--- src/sv/kvt_pkg.sv ---
package kvt_pkg;

  localparam int OP_W = 2;
  localparam int TEXT_W = 64;
  localparam int IDX_W = 6;
  localparam int STATUS_W = 2;
  localparam int CAP_W = 7;

  localparam logic [CAP_W-1:0] CAP_RESET = 7'd64;

  localparam logic [OP_W-1:0] OP_INSERT = 2'd0;
  localparam logic [OP_W-1:0] OP_KEY_LOOKUP = 2'd1;
  localparam logic [OP_W-1:0] OP_INDEX_LOOKUP = 2'd2;

  localparam logic [STATUS_W-1:0] STATUS_OK = 2'd0;
  localparam logic [STATUS_W-1:0] STATUS_NOT_FOUND = 2'd1;
  localparam logic [STATUS_W-1:0] STATUS_FULL = 2'd2;

  typedef enum logic [2:0] {
    RES_INSERT_OK,
    RES_FULL,
    RES_NOT_FOUND,
    RES_MATCH,
    RES_INDEX
  } res_sel_t;

  typedef enum logic [2:0] {
    S_IDLE,
    S_EXEC,
    S_SCAN,
    S_INDEX,
    S_RESP
  } state_t;

  typedef struct packed {
    logic     mem_write;
    logic     idx_read;
    logic     scan_step;
    logic     res_load;
    res_sel_t res_sel;
    logic     out_load;
  } kvt_cmd_t;

  typedef struct packed {
    logic [OP_W-1:0] op;
    logic            ins_ok;
    logic            idx_ok;
    logic            match;
    logic            exhausted;
    logic            out_free;
  } kvt_stat_t;

endpackage

--- src/sv/kvt_ctrl.sv ---
module kvt_ctrl (
  input  logic               clk,
  input  logic               rst,
  input  logic               accept,
  input  kvt_pkg::kvt_stat_t stat,
  output logic               in_ready,
  output kvt_pkg::kvt_cmd_t  cmd
);
  import kvt_pkg::*;

  state_t state;
  state_t state_next;

  always_ff @(posedge clk) begin
    if (rst) begin
      state <= S_IDLE;
    end else begin
      state <= state_next;
    end
  end

  always_comb begin
    state_next = state;
    in_ready = 1'b0;
    cmd = '0;
    cmd.res_sel = RES_NOT_FOUND;
    case (state)
      S_IDLE: begin
        in_ready = 1'b1;
        if (accept) begin
          state_next = S_EXEC;
        end
      end
      S_EXEC: begin
        case (stat.op)
          OP_INSERT: begin
            cmd.res_load = 1'b1;
            cmd.mem_write = stat.ins_ok;
            cmd.res_sel = stat.ins_ok ? RES_INSERT_OK : RES_FULL;
            state_next = S_RESP;
          end
          OP_KEY_LOOKUP: begin
            state_next = S_SCAN;
          end
          OP_INDEX_LOOKUP: begin
            if (stat.idx_ok) begin
              cmd.idx_read = 1'b1;
              state_next = S_INDEX;
            end else begin
              cmd.res_load = 1'b1;
              state_next = S_RESP;
            end
          end
          default: begin
            cmd.res_load = 1'b1;
            state_next = S_RESP;
          end
        endcase
      end
      S_SCAN: begin
        cmd.scan_step = 1'b1;
        if (stat.match) begin
          cmd.res_load = 1'b1;
          cmd.res_sel = RES_MATCH;
          state_next = S_RESP;
        end else if (stat.exhausted) begin
          cmd.res_load = 1'b1;
          state_next = S_RESP;
        end
      end
      S_INDEX: begin
        cmd.res_load = 1'b1;
        cmd.res_sel = RES_INDEX;
        state_next = S_RESP;
      end
      S_RESP: begin
        if (stat.out_free) begin
          cmd.out_load = 1'b1;
          state_next = S_IDLE;
        end
      end
      default: begin
        state_next = S_IDLE;
      end
    endcase
  end

endmodule

--- config.mk ---
export PLATFORM = sky130hd
export DESIGN_NAME = kvt_ctrl
export DESIGN_NICKNAME = d
export VERILOG_FILES = /design/src/sv/kvt_pkg.sv /design/src/sv/kvt_ctrl.sv
export SDC_FILE = /design/constraint.sdc
export NUM_CORES = 1
export LEC_CHECK = 0
export ABC_AREA = 1
export BUFFER_PORTS_ARGS = -buffer_cell sky130_fd_sc_hd__buf_2
export CAP_MARGIN = 20
export CORE_AREA = 10 10 47 49
export DETAILED_ROUTE_END_ITERATION = 16
export DIE_AREA = 0 0 57 59
export SYNTH_ARGS = -nofsm -noshare
export SYNTH_HDL_FRONTEND = slang
export SYNTH_SLANG_ARGS = --single-unit
--- constraint.sdc ---
create_clock -name clk -period 2.2 [get_ports clk]
set_clock_uncertainty 0.15 [all_clocks]
set_input_delay 0.44 -clock clk [delete_from_list [all_inputs] [get_ports clk]]
set_output_delay 0.44 -clock clk [all_outputs]
set_load 0.01 [all_outputs]
# Word level (Yosys, flattened, before mapping)
# Cells that the tools add are included.
classes:
  addsub: 0
  mul: 0
  div: 0
  magnitude_cmp: 0
  eq_ne: 9
  shifts: 0
  muxes: 23
  bitwise_logic: 0
  n_reduce_logical: 3
op_table:
  columns: ["op", "n"]
  rows:
  - ["3-bit 2-to-1 mux", 5]
  - ["3-bit one-hot mux with 5 select lines", 1]
  - ["1-bit 2-to-1 mux", 12]
  - ["4-bit one-hot mux with 3 select lines", 1]
  - ["3-bit by 2-bit equality test with 1-bit output, second input constant", 2]
  - ["3-bit one-hot mux with 2 select lines", 1]
  - ["2-bit 2-to-1 mux", 2]
  - ["2-bit inequality test, second input constant", 2]
  - ["3-bit by 1-bit equality test with 1-bit output, second input constant", 1]
  - ["3-bit equality test, second input constant", 1]
  - ["3-bit zero test", 1]
  - ["3-bit inequality test, second input constant", 1]
  - ["3-bit AND reduction", 1]
  - ["2-bit by 1-bit equality test with 1-bit output, second input constant", 1]
  - ["2-bit equality test, second input constant", 1]
  - ["2-bit zero test", 1]
  - ["1-bit one-hot mux with 2 select lines", 1]
word_totals:
  ff_bits: 3
  latch_bits: 0
  ram_bits: 0
  rom_bits: 0
  inputBits: 10
  output_inout_bits: 9
  word_cells: 36
  mem_count: 0

# Logic depth before layout (Yosys ltp)
# Gate-level depths: netlist (run 1).
logic_depth:
  ltp_word: 3
  depth_mapped: 9
  depth_no_buf: 9

# Worst setup path before layout (run 1)
# Ideal clock, no wire load.
synth_path:
  kind: "input to output"
  from: "in stat[5] (netlist name)"
  to: "out cmd[4] (netlist name)"
  arrival_time_ns: 1.077
  required_ns: 1.610
  path_slack_ns: 0.533
  path_stages: 7
  n_path_buf: 0
  cell_sequence: "inv_1 ha_1 nand2_1 inv_1 nor2_1 nand2_1 nand2_1"
synth_lines:
  columns: ["element", "line_no", "text"]
  rows:
  - ["start, declared", "kvt_ctrl.sv:5", "input kvt_pkg::kvt_stat_t stat,"]
  - ["end, declared", "kvt_ctrl.sv:7", "output kvt_pkg::kvt_cmd_t cmd"]

==> impl_results.md, run 1 <==
- Hold Fails Final Rpt: 0
- Global-route wire length before repair: 1520 um
- Actual slew at the worst max-slew pin: 273 ps
- Peak supply drop: 0.326 mV
- CP startpoint kind: input port
- Critical Path RT: 1610 ps
- Crit Path Category: in2out
- Synthesized area per cell: 5.74 um2
- Synth unique cells: 16
- Vias in the first global route: 366
- Total core area: 0.00140 mm2
- Internal Power: 167 uW
- Outcome: finished, final reports clean
- Reg clk slew, reported paths: 40 ps
- Share of power burned in registers: 26.8%
- Sw frac: 36.0%
- PostCTS Resize Cnt: 0
- Critical path arrival: 1320 ps
- Min Tclk post-route: 1910 ps
- Commonest register cell after synthesis: dfxtp_1
- Nets: 94
- ANT cells: 0
- Post-DRT Antenna Nets: 0
- GPL Wtd Cong: 0.750
- Top reg by flops: state
- Worst Hold Class: in2reg
- Post-CTS setup buffers: 0
- Crit path cell chain: buf_2, inv_1, ha_1, nand2_1, inv_1, nor2_1, nand2_1, nand2_1, buf_2
- Setup crit end: cmd[4]
- CTS Buf Count: 3
- Yosys top cell area share: 18.0%
- RR Endpoint: state[0]
- Largest net degree at the start of global routing: 7
- Buffers on Ports: 18
- Worst slew margin: 81.8%
- Chip width: 57 um
- Final wirelength: 914 um
- Most frequent cell after synthesis: inv_1
- Clock Sinks: 3
- DR vias: 392
- Worst-Skew Late Latency: 230 ps
- DRC viols: 0
- Global route overflow: 0
- Biggest regs: state (3)
- CTS max path bufs: 2
- Post-Synthesis Cells: 58
- H-tree lvl count: 1
- Worst reg2reg path depth: 6
- Mapped Nets: 71
- Max cap viols: 0
- Number of synthesized flops with an enable pin: 0
- Crit Reg-Reg Startpoint: state[1]
- Synth top area cells: dfxtp_1 (18%), inv_1 (15%), nand2_1 (14%)
- Placed wire-length estimate: 813 um
- Largest register FFs: 3
- Critical path's most frequent cell: nand2_1
- Seq/Total Area, Yosys: 18.0%
- Final Setup Violations: 0
- Iteration-0 DRC Markers: 7
- #FFs+latches synth: 3
- Most frequent cells after synthesis: inv_1 (13), nand2_1 (12), nor2_1 (7)
- Combinational Power Share: 36.7%
- Hold Buf Count CTS: 0
- Die ar.: 0.00336 mm2
- CTS tree: yes
- Syn Std Cell Area: 333 um2
- Root Buffer: clkbuf_4
- NetSw: 93.7 uW
- Yosys warning count: 0
- Dominant cell type by area after synthesis: dfxtp_1
- CP max stage cell: ha_1
- Slew Limit Fails: 0
- PwrDens: 555 mW/mm2
- Worst setup EP type: primary output
- FMAX: 525 MHz
- FP Rows: 14
- Clk pwr share: 36.5%
- I/O pin count: 19
- Total power draw: 260 uW
- Post-DR wirelength/cell: 9.52 um
- Final period utilization: 86.6%
- Syn-to-layout area delta: 41.0%
- Total GRT Usage: 5.70%
- Via/cell ratio: 4.08
- Reg2Reg Setup Slack: 1050 ps
- Die H: 59 um
- Crit path from: stat[5]
- Leakage: 0.000296 uW
- CP max FO: 4
- Asr flop ratio synth: 0%
- Setup TNS: 0 ps
- Slowest stage delay, CP: 210 ps
- Initial Util: 23.7%
- Initial antenna violation count: 0
- Unrepaired setup endpoints after global routing: no
- Layout cells sized above 1: 40.0%
- DRT Pass-1 Iters: 4
## power by group through the flow
stage | registers, uW | logic (uW) | clock network (uW)
after floorplan | 68.9 | 66.6 | 0
after global placement | 70.8 | 96.9 | 0
after detailed placement | 70.9 | 97.0 | 0
after CTS | 70.0 | 97.4 | 101
after global routing | 71.3 | 110 | 114
final | 69.9 | 95.5 | 95.1
## worst max-delay path, delay by kind of cell
kind | cells | cell delay, ps
buffers and inverters | 4 | 320
adders and majority gates | 1 | 210
and+or+nand+nor | 4 | 350
## cells by family (layout without fill, tap and decap cells)
family	after synthesis	count (layout)	share of synthesized area, %
compound gates	5	5	9.02
flops	3	3	18.0
simple gates	31	31	43.6
fa+ha+maj	3	3	11.3
buf+inv	16	38	18.0
## layer usage
metal	vias to the layer above	wire length (um)	global-route usage [%]
li1	218	-	-
met1	168	373	5.44
met2	6	483	9.46
met3	0	57	4.08
met4	0	0	2.01
met5	-	0	0
## area by class of cell
class | instances | area, um2
Fill cell | 161 | 932
Inverter | 16 | 60.1
Tap cell | 16 | 20.0
Sequential cell | 3 | 60.1
Timing Repair Buffer | 18 | 90.1
Multi-Input combinational cell | 39 | 213
Clock buffer | 4 | 26.3
## per-stage QoR
step | cells | util, % | hold slack [ps] | cell area, um2 | worst slack (ps)
3_5_place_dp | 92 | 31.6 | 491 | 443 | 284
3_3_place_gp | 92 | 31.6 | 485 | 443 | 316
6_report | 96 | 33.5 | 250 | 469 | 294
5_1_grt | 96 | 33.5 | 234 | 469 | 175
4_1_cts | 96 | 33.5 | 244 | 469 | 282
2_1_floorplan | 58 | - | 357 | 333 | 533
## how the worst min path moves through the flow
stage,start,end,slack [ps],cells after the start
2_1_floorplan,rst,state[0],360,1
3_3_place_gp,rst,state[0],490,2
3_5_place_dp,rst,state[0],490,2
4_1_cts,rst,state[0],240,2
5_1_grt,rst,state[0],230,2
6_report,rst,state[0],250,2
## layout by cell type (no fill, tap or decap)
cell type  synthesis  routed
nand2_1           12      12
a21oi_1            1       1
inv_1             13      13
inv_2              3       3
ha_1               3       3
nand3_2            1       1
nor2_2             5       5
clkbuf_1           0       1
o22ai_1            1       1
nor2_1             7       7
nor4_1             1       1
dfxtp_1            3       3
o21ai_2            1       1
nand2_2            1       1
o21ai_0            1       1
o21ai_1            1       1
buf_2              0      18
clkbuf_4           0       3
nand3_1            4       4
Power figures use the tool's default switching activity.
==> run 2: changes to the inputs <==
--- a/config.mk
+++ b/config.mk
@@ -8,9 +8,9 @@
 export ABC_AREA = 1
 export BUFFER_PORTS_ARGS = -buffer_cell sky130_fd_sc_hd__buf_2
 export CAP_MARGIN = 20
-export CORE_AREA = 10 10 47 49
+export CORE_AREA = 2 2 39 41
 export DETAILED_ROUTE_END_ITERATION = 16
-export DIE_AREA = 0 0 57 59
+export DIE_AREA = 0 0 41 43
 export SYNTH_ARGS = -nofsm -noshare
 export SYNTH_HDL_FRONTEND = slang
 export SYNTH_SLANG_ARGS = --single-unit
==> run 2 against run 1 <==
- count of clock-buffer cells in the layout stayed put
- sequential share of layout area stayed put
- fmax is 0.30% lower
- first-iteration DRC count is 43% lower
- worst setup slack worse by 5.7 ps
- non-clock buffer count stayed put
- hold slack worse by 10 ps
- register-to-register slack hardly changed
- combinational power is 1% lower
- routed wire length is 14% lower
- clock power is 6% higher
==> impl_results.md, run 2 (synthesis results as in run 1) <==
- Layout cells sized above 1: 40.0%
- Die H: 43 um
- Actual slew at the worst max-slew pin: 276 ps
- Min Tclk post-route: 1910 ps
- Placed wire-length estimate: 680 um
- Worst-Skew Late Latency: 240 ps
- Worst setup EP type: primary output
- Worst Hold Class: in2reg
- Post-DRT Antenna Nets: 0
- FMAX: 523 MHz
- PostCTS Resize Cnt: 0
- CTS tree: yes
- I/O pin count: 19
- Global route overflow: 0
- Setup TNS: 0 ps
- Syn-to-layout area delta: 41.0%
- Global-route wire length before repair: 1230 um
- DR vias: 401
- Leakage: 0.000296 uW
- Most frequent cells in the layout: buf_2 (18), inv_1 (13), nand2_1 (12)
- Critical path arrival: 1320 ps
- Final Setup Violations: 0
- DRT Pass-1 Iters: 3
- Peak supply drop: 0.268 mV
- Hold path cells: 2
- Largest register FFs: 3
- Critical path's most frequent cell: nand2_1
- Kind of cell adding the most delay to the critical path: simple AND/OR/NAND/NOR gates
- Total GRT Usage: 10.4%
- Slew Limit Fails: 0
- DRC viols: 0
- Worst reg2reg path depth: 4
- Worst slew margin: 81.6%
- Crit path cell chain: buf_2, inv_1, ha_1, nand2_1, inv_1, nor2_1, nand2_1, nand2_1, buf_2
- Chip width: 41 um
- Via/cell ratio: 4.18
- Hold Path Sink: state[0]
- Vias in the first global route: 325
- Buffers on Ports: 18
- Outcome: finished, final reports clean
- Initial Util: 24.1%
- CP startpoint kind: input port
- CTS Buf Count: 3
- Nets: 94
- Biggest regs: state (3)
- Crit Path Category: in2out
- Final period utilization: 86.9%
- GPL Wtd Cong: 0.705
- Die ar.: 0.00176 mm2
- Hold Buf Count CTS: 0
- Post-route cell area: 469 um2
- Post-CTS setup buffers: 0
- Area after DPL: 443 um2
- Reg clk slew, reported paths: 40 ps
- Top reg by flops: state
- Root Buffer: clkbuf_4
- Unrepaired setup endpoints after global routing: no
- Initial antenna violation count: 0
- Reg2Reg Setup Slack: 1050 ps
- PwrDens: 565 mW/mm2
- RR Endpoint: state[1]
- Hold Fails Final Rpt: 0
- Bufs and invs on worst path: 4
- HP Start: rst
- CTS max path bufs: 2
- Clock Sinks: 3
- H-tree lvl count: 1
- Critical Path RT: 1610 ps
- Slowest stage delay, CP: 200 ps
- Pre-CTS setup slack: 282 ps
- ANT cells: 0
- Total core area: 0.00138 mm2
- Hold WS: 240 ps
- Max cap viols: 0
- Fin worst setup slack: 288 ps
- Post-DR wirelength/cell: 8.18 um
- CP max FO: 4
- CP max stage cell: ha_1
- Fill cells: 173
- Crit Reg-Reg Startpoint: state[1]
- Iteration-0 DRC Markers: 4
- Largest net degree at the start of global routing: 7
- Final wirelength: 785 um
- Commonest non-fill, non-tap cell in the layout: buf_2
- FP Rows: 14
==> run 2: where the power goes <==
part | internal (uW) | switching [uW] | leakage (uW)
logic | 38.3 | 56.3 | 0.000256
registers | 60.8 | 9.25 | 0.0000246
clock network | 68.2 | 32.5 | 0.0000150
==> run 2: how the worst max path moves through the flow <==
stage                        from     end  slack, ps  cells past startpoint
after CTS                 stat[5]  cmd[4]        280                      9
after detailed placement  stat[5]  cmd[4]        280                      9
after floorplan           stat[5]  cmd[4]        530                      7
after global routing      stat[5]  cmd[4]        200                      9
after global placement    stat[5]  cmd[4]        310                      9
final                     stat[5]  cmd[4]        290                      9
==> run 2: metal layers <==
metal  vias up  GRT usage (%)  wire, um
li1        217              -         -
met1       172           12.8       327
met2        10           15.3       393
met3         2           4.71        50
met4         0           4.00        13
met5         -              0         0
==> run 2: cell type report <==
cell class	instances	area (um2)	share of cell area, %
multi-input combinational	39	213	45.3
timing repair buffer	18	90.1	19.2
sequential	3	60.1	12.8
inverter	16	60.1	12.8
tap	16	20.0	4.27
clock buffer	4	26.3	5.60
==> run 2: worst register-to-register path, stage by stage (launching register included) <==
cell     delay, ps
dfxtp_1        470
nand3_2        140
nor2_2         130
inv_1           50
a21oi_1        150
==> run 2: stage by stage <==
| step | cells | util [%] | total power [uW] |
|---|---|---|---|
| 6_report | 96 | 33.9 | 265 |
| 5_1_grt | 96 | 33.9 | 290 |
| 4_1_cts | 96 | 33.9 | 269 |
| 3_5_place_dp | 92 | 32.0 | 167 |
| 3_3_place_gp | 92 | 32.0 | 166 |
| 2_1_floorplan | 58 | - | 135 |
==> run 3: changes to the inputs <==
--- a/config.mk
+++ b/config.mk
@@ -8,9 +8,13 @@
 export ABC_AREA = 1
 export BUFFER_PORTS_ARGS = -buffer_cell sky130_fd_sc_hd__buf_2
 export CAP_MARGIN = 20
-export CORE_AREA = 2 2 39 41
+export CELL_PAD_IN_SITES_DETAIL_PLACEMENT = 1
+export CELL_PAD_IN_SITES_GLOBAL_PLACEMENT = 2
+export CORE_ASPECT_RATIO = 0.9
+export CORE_MARGIN = 2
+export CORE_UTILIZATION = 19
 export DETAILED_ROUTE_END_ITERATION = 16
-export DIE_AREA = 0 0 41 43
+export PLACE_DENSITY_LB_ADDON = 0.1
 export SYNTH_ARGS = -nofsm -noshare
 export SYNTH_HDL_FRONTEND = slang
 export SYNTH_SLANG_ARGS = --single-unit
==> run 3 against run 2 <==
- count of clock-buffer cells in the layout unchanged
- sequential share of layout area down 0.27 points
- combinational power up 2.6%
- critical endpoint unchanged
- largest cell class unchanged
- largest power group is now combinational logic
==> impl_results.md, run 3 (synthesis results as in run 1) <==
- I/O pin count: 19
- ANT cells: 0
- Top reg by flops: state
- Crit Path Category: in2out
- Biggest regs: state (3)
- Final wirelength: 862 um
- CTS max path bufs: 2
- Min Tclk post-route: 1920 ps
- Hold Path Sink: state[0]
- Total GRT Usage: 8.94%
- Crit Reg-Reg Startpoint: state[2]
- Hold Fails Final Rpt: 0
- Slew Limit Fails: 0
- Slowest stage delay, CP: 200 ps
- Nets: 94
- Root Buffer: clkbuf_4
- Reg2Reg Setup Slack: 1040 ps
- Pre-CTS setup slack: 271 ps
- Hold path cells: 2
- Area of the multi-input gates: 213 um2
- FP Rows: 14
- Hold Buf Count CTS: 0
- Post-DRT Antenna Nets: 0
- Worst setup EP type: primary output
- Register area: 60.1 um2
- Worst-Skew Late Latency: 230 ps
- Setup TNS: 0 ps
- Critical path arrival: 1330 ps
- DR vias: 396
- Worst slew margin: 82.0%
- CP max FO: 4
- Post-DR wirelength/cell: 8.29 um
- Die ar.: 0.00210 mm2
- Fin worst setup slack: 282 ps
- Iteration-0 DRC Markers: 0
- Peak supply drop: 0.195 mV
- Most frequent cells in the layout: buf_2 (18), inv_1 (13), nand2_1 (12)
- Initial antenna violation count: 0
- Worst reg2reg path depth: 7
- CTS tree: yes
- Final Setup Violations: 0
- Clock Sinks: 3
- Die H: 43.7 um
- CP max stage cell: ha_1
- RR Endpoint: state[2]
- Global-route wire length before repair: 1370 um
- Buffers on Ports: 18
- Critical path's most frequent cell: nand2_1
- Global route overflow: 0
- Critical Path RT: 1610 ps
- Placed wire-length estimate: 756 um
- HP Start: rst
- Kind of cell adding the most delay to the critical path: simple AND/OR/NAND/NOR gates
- Area after DPL: 453 um2
- Crit path from: stat[5]
- FMAX: 521 MHz
- Total power draw: 263 uW
- Initial Util: 20.0%
- Total core area: 0.00166 mm2
- DRT Pass-1 Iters: 1
- Max cap viols: 0
- Syn-to-layout area delta: 44.0%
- Via/cell ratio: 3.81
- Worst Hold Class: in2reg
- PostCTS Resize Cnt: 0
- Crit path cell chain: buf_2, inv_1, ha_1, nand2_1, inv_1, nor2_1, nand2_1, nand2_1, buf_2
- Post-CTS setup buffers: 0
- CP startpoint kind: input port
- Leakage: 0.000296 uW
- Outcome: finished, final reports clean
- Post-route cell area: 479 um2
- Reg clk slew, reported paths: 40 ps
- Commonest non-fill, non-tap cell in the layout: buf_2
- Vias in the first global route: 333
- CTS Buf Count: 3
- Actual slew at the worst max-slew pin: 270 ps
- Final period utilization: 87.2%
- PwrDens: 549 mW/mm2
- Largest net degree at the start of global routing: 7
- Bufs and invs on worst path: 4
- Unrepaired setup endpoints after global routing: no
- Layout cells sized above 1: 40.0%
- Largest register FFs: 3
- Chip width: 48.1 um
- Fill cells: 231
- DRC viols: 0
- GPL Wtd Cong: 0.700
- H-tree lvl count: 1
-- run 3: worst reg2reg max path: cells and delay by family, from the launching register on --
family                 cells  cell delay [ps]
DFF                        1              390
and+or+nand+nor            5              400
buffers and inverters      2              120
-- run 3: stage by stage --
| step | utilization, % | instances | hold WS [ps] |
|---|---|---|---|
| 4_1_cts | 28.8 | 104 | 242 |
| 3_3_place_gp | 27.2 | 100 | 490 |
| 6_report | 28.8 | 104 | 248 |
| 2_1_floorplan | - | 58 | 357 |
| 5_1_grt | 28.8 | 104 | 263 |
| 3_5_place_dp | 27.2 | 100 | 489 |
-- run 3: layer usage --
layer	vias up	track usage, %	wire, um
li1	216	-	-
met1	168	13.4	418
met2	10	12.8	376
met3	2	0	51
met4	0	4.86	17
met5	-	0	0
-- run 3: report_power, final --
group | switching, uW | leakage, uW | internal [uW]
registers | 8.84 | 0.0000246 | 60.8
clock network | 28.7 | 0.0000150 | 68.0
logic | 58.7 | 0.000256 | 38.2
total | 96.3 | 0.000296 | 167
-- run 3: area by class of cell --
cell class                      instances  area share, %
Multi-Input combinational cell         39           44.4
Timing Repair Buffer                   18           18.8
Sequential cell                         3           12.5
Inverter                               16           12.5
Tap cell                               24           6.27
Clock buffer                            4           5.48
-- run 3: worst max path at each step --
stage | endpoint | depth (start not counted) | slack (ps)
final | cmd[4] | 9 | 280
after global placement | cmd[4] | 9 | 300
after floorplan | cmd[4] | 7 | 530
after CTS | cmd[4] | 9 | 260
after detailed placement | cmd[4] | 9 | 270
after global routing | cmd[4] | 9 | 180
